<file path="src/rtl/etg_pkg.sv">
// Shared constants, codes and control types of the eased tween generator.
`default_nettype none

package etg_pkg;

    localparam int FRAC_BITS  = 16;
    localparam int TIME_BITS  = 48;
    localparam int DUR_W      = 16;
    localparam int MODE_W     = 3;
    localparam int VAL_W      = 32;
    localparam int DIFF_W     = VAL_W + 1;
    localparam int PROG_W     = FRAC_BITS + 1;
    localparam int MS_DIV     = 1000;
    // A quotient by 1000 needs at least nine bits fewer than the timestamp.
    localparam int MS_W       = TIME_BITS - 9;
    localparam int DIV_W      = DUR_W + FRAC_BITS;
    localparam int DIV_CNT_W  = $clog2(DIV_W);
    localparam int P1_W       = 2 * FRAC_BITS + 1;
    localparam int MA_W       = (P1_W + 1 > DIFF_W + 1) ? P1_W + 1 : DIFF_W + 1;
    localparam int MB_W       = FRAC_BITS + 2;
    localparam int PR_W       = MA_W + MB_W;
    localparam int TOT_W      = PR_W + 1;
    localparam int CFG_IDX_W  = 2;
    localparam int CFG_DATA_W = 32;
    localparam int S_TDATA_W  = ((TIME_BITS + 7) / 8) * 8;
    localparam int M_TDATA_W  = ((VAL_W + PROG_W + 7) / 8) * 8;
    localparam int M_TUSER_W  = 2;

    // Milliseconds come from a reciprocal multiplication on sixteen bits of
    // the timestamp at a time. The remainder carried between steps is below
    // 1000, so each partial dividend fits 26 bits, and a reciprocal rounded up
    // at a 36-bit scale gives the exact floor over that whole range.
    localparam int MS_CHUNK_W = 16;
    localparam int MS_STEPS   = TIME_BITS / MS_CHUNK_W;
    localparam int MS_REM_W   = 10;
    localparam int MS_PART_W  = MS_REM_W + MS_CHUNK_W;
    localparam int MS_SHIFT   = 36;
    localparam int MS_RECIP_W = 27;
    localparam int MS_PHASE_W = $clog2(2 * MS_STEPS);

    localparam logic [PROG_W-1:0] ONE_Q   = PROG_W'(1) << FRAC_BITS;
    localparam logic [PROG_W-1:0] HALF_Q  = ONE_Q >> 1;
    localparam logic [PROG_W:0]   TWO_Q   = (PROG_W + 1)'(1) << (FRAC_BITS + 1);
    localparam logic [PR_W-1:0]   ONE_SQ  = PR_W'(1) << (2 * FRAC_BITS);
    localparam logic [MS_RECIP_W-1:0] MS_RECIP =
        MS_RECIP_W'(((64'd1 << MS_SHIFT) + 64'(MS_DIV) - 64'd1) / 64'(MS_DIV));
    localparam logic [MS_REM_W-1:0]   MS_THOUSAND = MS_REM_W'(MS_DIV);

    localparam logic [DUR_W-1:0]  DUR_RESET  = DUR_W'(250);
    localparam logic [MODE_W-1:0] MODE_RESET = MODE_W'(2);

    // Curve selection codes; the two unused codes fall back to linear.
    localparam logic [MODE_W-1:0] CURVE_LINEAR    = 3'd0;
    localparam logic [MODE_W-1:0] CURVE_IN_QUAD   = 3'd1;
    localparam logic [MODE_W-1:0] CURVE_INOUT_QUAD = 3'd2;
    localparam logic [MODE_W-1:0] CURVE_OUT_QUAD  = 3'd3;
    localparam logic [MODE_W-1:0] CURVE_IN_CUBIC  = 3'd4;
    localparam logic [MODE_W-1:0] CURVE_OUT_CUBIC = 3'd5;

    localparam logic [CFG_IDX_W-1:0] CFG_DURATION = 2'd0;
    localparam logic [CFG_IDX_W-1:0] CFG_CURVE    = 2'd1;
    localparam logic [CFG_IDX_W-1:0] CFG_START    = 2'd2;
    localparam logic [CFG_IDX_W-1:0] CFG_END      = 2'd3;

    localparam logic KIND_START = 1'b0;

    typedef enum logic [1:0] {
        MUL_FIRST,
        MUL_CUBE,
        MUL_INTERP
    } mul_op_t;

    typedef struct packed {
        logic    in_load;
        logic    ms_start;
        logic    div_start;
        logic    load_start;
        logic    res_zero;
        logic    set_x_one;
        logic    load_x;
        logic    mul_en;
        mul_op_t mul_op;
        logic    alpha_en;
        logic    total_en;
        logic    commit_frame;
        logic    out_load;
    } etg_cmd_t;

    typedef struct packed {
        logic kind_start;
        logic active;
        logic elapsed_ge;
        logic ms_done;
        logic div_done;
        logic cubic;
        logic out_free;
    } etg_status_t;

endpackage

`default_nettype wire

</file>
<file path="src/rtl/etg_ctrl.sv">
// Controller state machine that sequences one item through the datapath.
`default_nettype none

module etg_ctrl (
    input  wire logic                  aclk,
    input  wire logic                  aresetn,
    input  wire logic                  s_tvalid,
    output logic                       s_tready,
    input  wire etg_pkg::etg_status_t  status,
    output etg_pkg::etg_cmd_t          cmd
);
    import etg_pkg::*;

    typedef enum logic [11:0] {
        ST_IDLE   = 12'b0000_0000_0001,
        ST_LAUNCH = 12'b0000_0000_0010,
        ST_DIVMS  = 12'b0000_0000_0100,
        ST_DECIDE = 12'b0000_0000_1000,
        ST_DIVX   = 12'b0000_0001_0000,
        ST_MUL1   = 12'b0000_0010_0000,
        ST_MUL2   = 12'b0000_0100_0000,
        ST_ALPHA  = 12'b0000_1000_0000,
        ST_MUL3   = 12'b0001_0000_0000,
        ST_TOTAL  = 12'b0010_0000_0000,
        ST_ROUND  = 12'b0100_0000_0000,
        ST_OUT    = 12'b1000_0000_0000
    } etg_state_t;

    etg_state_t state_reg, state_next;

    assign s_tready = (state_reg == ST_IDLE);

    always_comb begin
        state_next = state_reg;
        cmd        = '0;
        cmd.mul_op = MUL_FIRST;
        case (state_reg)
            ST_IDLE: begin
                if (s_tvalid) begin
                    cmd.in_load = 1'b1;
                    state_next  = ST_LAUNCH;
                end
            end
            ST_LAUNCH: begin
                cmd.ms_start = 1'b1;
                state_next   = ST_DIVMS;
            end
            ST_DIVMS: begin
                if (status.ms_done) begin
                    state_next = ST_DECIDE;
                end
            end
            ST_DECIDE: begin
                if (status.kind_start) begin
                    cmd.load_start = 1'b1;
                    state_next     = ST_OUT;
                end else if (!status.active) begin
                    cmd.res_zero = 1'b1;
                    state_next   = ST_OUT;
                end else if (status.elapsed_ge) begin
                    cmd.set_x_one = 1'b1;
                    state_next    = ST_MUL1;
                end else begin
                    cmd.div_start = 1'b1;
                    state_next    = ST_DIVX;
                end
            end
            ST_DIVX: begin
                if (status.div_done) begin
                    cmd.load_x = 1'b1;
                    state_next = ST_MUL1;
                end
            end
            ST_MUL1: begin
                cmd.mul_en = 1'b1;
                cmd.mul_op = MUL_FIRST;
                state_next = status.cubic ? ST_MUL2 : ST_ALPHA;
            end
            ST_MUL2: begin
                cmd.mul_en = 1'b1;
                cmd.mul_op = MUL_CUBE;
                state_next = ST_ALPHA;
            end
            ST_ALPHA: begin
                cmd.alpha_en = 1'b1;
                state_next   = ST_MUL3;
            end
            ST_MUL3: begin
                cmd.mul_en = 1'b1;
                cmd.mul_op = MUL_INTERP;
                state_next = ST_TOTAL;
            end
            ST_TOTAL: begin
                cmd.total_en = 1'b1;
                state_next   = ST_ROUND;
            end
            ST_ROUND: begin
                cmd.commit_frame = 1'b1;
                state_next       = ST_OUT;
            end
            ST_OUT: begin
                // Wait until the output register is free or being emptied.
                if (status.out_free) begin
                    cmd.out_load = 1'b1;
                    state_next   = ST_IDLE;
                end
            end
            default: begin
                state_next = ST_IDLE;
            end
        endcase
    end

    always_ff @(posedge aclk) begin
        if (!aresetn) begin
            state_reg <= ST_IDLE;
        end else begin
            state_reg <= state_next;
        end
    end

endmodule

`default_nettype wire

</file>
<file path="config.mk">
export PLATFORM = sky130hd
export DESIGN_NAME = etg_ctrl
export DESIGN_NICKNAME = d
export VERILOG_FILES = /design/src/rtl/etg_pkg.sv /design/src/rtl/etg_ctrl.sv
export SDC_FILE = /design/constraint.sdc
export NUM_CORES = 1
export LEC_CHECK = 0
export BUFFER_PORTS_ARGS = -buffer_cell sky130_fd_sc_hd__buf_2
export CORE_UTILIZATION = 30
export CTS_CLUSTER_DIAMETER = 200
export CTS_CLUSTER_SIZE = 20
export DETAILED_ROUTE_END_ITERATION = 12
export GPL_ROUTABILITY_DRIVEN = 1
export MAX_ROUTING_LAYER = met4
export PLACE_DENSITY = 0.57
export SLEW_MARGIN = 20
export SYNTH_ARGS = -nofsm -noshare
export SYNTH_HDL_FRONTEND = slang
export SYNTH_SLANG_ARGS = --single-unit
</file>
<file path="constraint.sdc">
create_clock -name aclk -period 3.89 [get_ports aclk]
set_clock_uncertainty 0.1 [all_clocks]
set_input_delay 0.1945 -clock aclk [delete_from_list [all_inputs] [get_ports aclk]]
set_output_delay 0.1945 -clock aclk [all_outputs]
set_load 0.02 [all_outputs]
</file>
Word level (Yosys, flattened, before mapping). Cells that the tools add are included.

Register bits: 12. Bits of input ports: 10. Word-level logic and storage cells: 47.

Eq/ne operators: 16. Multiplexer cells: 29. Reductions and logical operators: 1.

Operators with widths (number): one-hot mux 12 bit (12 select lines) (1); two-way mux 12 bit (6); two-way mux 1 bit (17); == test 12 x 1 -> 1 bit (second input constant) (1); == test 12 x 10 -> 1 bit (second input constant) (1); == test 12 x 11 -> 1 bit (second input constant) (1); == test 12 bit (second input constant) (1); == test 12 x 2 -> 1 bit (second input constant) (1); == test 12 x 3 -> 1 bit (second input constant) (1); == test 12 x 4 -> 1 bit (second input constant) (1); == test 12 x 5 -> 1 bit (second input constant) (1); == test 12 x 6 -> 1 bit (second input constant) (1); == test 12 x 7 -> 1 bit (second input constant) (1); == test 12 x 8 -> 1 bit (second input constant) (1); == test 12 x 9 -> 1 bit (second input constant) (1); one-hot mux 3 bit (3 select lines) (1); two-way mux 8 bit (1); inequality test 2 bit (second input constant) (4); two-way mux 6 bit (1); two-way mux 4 bit (1); AND reduction 4 bit (1); two-way mux 2 bit (1).

Depth between registers and ports, before layout.
Depth in word-level cells: 4. Gate-level depth with buffers: 6. Gate-level depth less buffers: 5.

Least setup slack after synthesis. No wires, ideal clock.

Path kind: register to register. Start: register state_reg[1]. End: register state_reg[0]. Setup time: 0.116 ns. Arrival: 2.172 ns. Data required time: 3.674 ns. Path slack: 1.502 ns. Cell stages (with the launch flop): 6. Clock period less this slack: 2.388 ns. Path through: dfxtp_1 clkbuf_1 or4_2 nor4_1 a31oi_1 a31o_1.

Longest elaborated chain between the ends: 3. Elaborated cells between the ends (all ways): 18.

Ends and longest elaborated chain: start, declared (RTL line etg_ctrl.sv:29) `etg_state_t state_reg, state_next;`; start signal, assigned (RTL line etg_ctrl.sv:118) `state_reg <= state_next;`; == test 12 x 3 -> 1 bit, or another cell as far along (RTL line etg_ctrl.sv:37) `case (state_reg)`; inequality test 2 bit (no source line); AND reduction 4 bit (no source line).

Several ways; a longest one is shown, not always the timed one. A chain may end at the register's enable or synchronous reset.

==> run summary <==
Status - completed
Post-route clock period utilization - 0.6899
Core box area - 2545 um^2
Overall routed net length - 2.063 mm
Max Transition Viols Final - 0
CP endpoint kind - primary output
Die Width - 54.78 um
CTS max path bufs - 2
Port-buffer cells - 24
Power Dens Cells - 347.8 nW/um^2
Grt ovf - 0
Htree depth - 1
HP Class - input pin to flip-flop
Switch share - 0.3358
Initial Utilization - 0.3284
Worst-Skew Late Latency - 0.27 ns
Syn Inst Count - 103
Dpl hpwl - 1.581 mm
Worst vdd ir - 211.3 uV
Adder-cell area share of the yosys netlist - 0
Largest net degree at the start of global routing - 13
Finished Core Util - 0.3869
Leading area contributor after synthesis - dfxtp_1
Sw power - 0.0001150 W
DR vias/cell - 5.461
Share of layout cells above drive strength 1 - 0.3145
# resized after CTS - 0
Power Total - 0.0003425 W
Power share of the combinational group - 0.294
Final Wtd Congestion - 0.7931
Mux cell area share after synthesis - 0.01198
DR WL/cell - 13.40 um
Flops & latches, synth - 12
Setup repair bufs after CTS - 0
CTS Buf Count - 3
Core Rows - 18
Crit path DAT - 2.39 ns
CP required - 3.60 ns
Area Overhead vs Synth - 17.81%
Pleak - 0.4532 nW
P_int - 0.0002275 W
Syn avg cell area - 8.115 um^2
Post-Synth XOR/XNOR Area - 0.03144
Iteration-0 DRC count of the detailed router - 27
Commonest cells after routing, fill and taps aside - 24 x buf_2, 12 x nor2_1, 12 x dfxtp_1
Ys Warns - 0
CP Class - flip-flop to primary output
CTS Sinks - 12
Hold Buf Count CTS - 0
Most common cell after layout, fill and taps aside - buf_2
Global Route Usage Sum - 0.1569
Ports - 25
Vias in the first global route - 694
Largest family of logic cells by synthesized area - simple AND/OR/NAND/NOR gates
Fin crit period - 2.684 ns
Final Hold Vio Count - 0
Seq/Total Area, Yosys - 0.2874
Synth Area in Simple Gates - 0.4551
Clock Tree Root - clkbuf_4
Accumulated negative setup slack - 0 ns
Synth top area share - 0.2874
Clock transition at the registers of the reported paths - 0.08 ns
Final setup viols - 0
Max Cap Viol - 0
Global-route wire length before repair - 3.270 mm
Seq pwr share - 0.414
Critical path launch point type - flip-flop
Drt drc - 0
Slew HR - 0.6290
Compound-Gate Fraction of Synth Area - 0.1467
Initial antenna violation count - 0
WHS - 0.05759 ns
Antenna Nets Post-Route - 0
TritonCTS clock tree - built
Nets - 135
Post-synth cell types - 36
Clock power frac - 0.292
Fmax - 372.6 MHz
CP max FO - 12
Slew @ Worst Pin - 0.5523 ns
RSZ-0062 raised after global routing - false
Net Count, Synth - 113
Die height - 54.78 um
ANT cells - 0
Top post-synthesis cells by area - dfxtp_1 29%, nor2_1 5.4%, and3_1 4.5%
Drt pass-1 iters - 4
Number of flip-flops under the largest register name - 12
Die area - 3001 um^2
Total number of vias - 841
Mapped Area - 835.8 um^2
## synth_stat cells (all sizes together)
cell type	count
mux2i	1
o21a	4
o21ai	6
nor3b	4
xor2	3
o21bai	1
nor3	6
and3	6
nor4b	2
and2	3
or3	1
buf	4
and4	1
nor2b	1
nand2	2
or3b	2
o211ai	1
inv	3
and4b	3
nand3	4
dfxtp	12
a31o	1
a21oi	1
clkbuf	3
a31oi	1
nand4b	1
nor4	4
o211a	1
nor2	12
or4	5
nand2b	2
a2111oi	2
## area by class of cell
cell class	instances	area (um^2)
fillers	274	1560
multi-input cells	81	539.3
flip-flops and latches	12	240.2
repair buffers	24	120.1
well taps	30	37.54
clock buffers	4	36.28
inverters	3	11.26
## layer usage
metal  routed length [um]  GRT usage  up-vias
li1                     -          -      433
met1                 1062     0.2230      379
met2                  876     0.2149       25
met3                   96    0.03333        4
met4                   27    0.05128        0
met5                    0          -        -
## through the flow
stage | area (um^2) | worst slack, ns | std cells
global placement | 948.4 | 1.540 | 150
finish | 984.7 | 1.206 | 154
CTS | 984.7 | 1.208 | 154
detailed placement | 948.4 | 1.510 | 150
floorplan | 835.8 | 1.502 | 103
global route | 984.7 | 1.075 | 154
## power by group through the flow
stage | clock (W) | combinational [W] | sequential (W)
2_1_floorplan | 0 | 0.0000813 | 0.000136
3_3_place_gp | 0 | 0.0000999 | 0.000144
3_5_place_dp | 0 | 0.000101 | 0.000144
4_1_cts | 0.000102 | 0.000101 | 0.000141
5_1_grt | 0.000109 | 0.000114 | 0.000144
6_report | 0.0000999 | 0.000101 | 0.000142
## worst max-delay path: stages (launching register included)
cell and delay, ns:
dfxtp_1 0.41, or4_2 0.78, or4_2 0.62, nor2_1 0.13
buf_2 0.17
## worst paths after layout
kind                                     end  slack, ns  cells after the start                      start
setup reg to reg  state_reg[10]$_SDFFE_PN0P_       1.54                      5  state_reg[8]$_SDFFE_PN0P_
setup / recovery                      cmd[4]       1.21                      4  state_reg[3]$_SDFFE_PN0P_
hold / removal     state_reg[6]$_SDFFE_PN0P_       0.06                      3                  status[1]
hold reg to reg    state_reg[6]$_SDFFE_PN0P_       0.47                      2  state_reg[5]$_SDFFE_PN0P_
## logic make-up (layout without fill, tap and decap cells)
family | count (synthesis) | after routing
AND/OR/NAND/NOR | 59 | 59
buffers and inverters | 10 | 31
multiplexers | 1 | 1
XOR/XNOR | 3 | 3
AO/OA/AOI/OAI | 18 | 18
flip-flops | 12 | 12
Power figures use the tool's default switching activity.
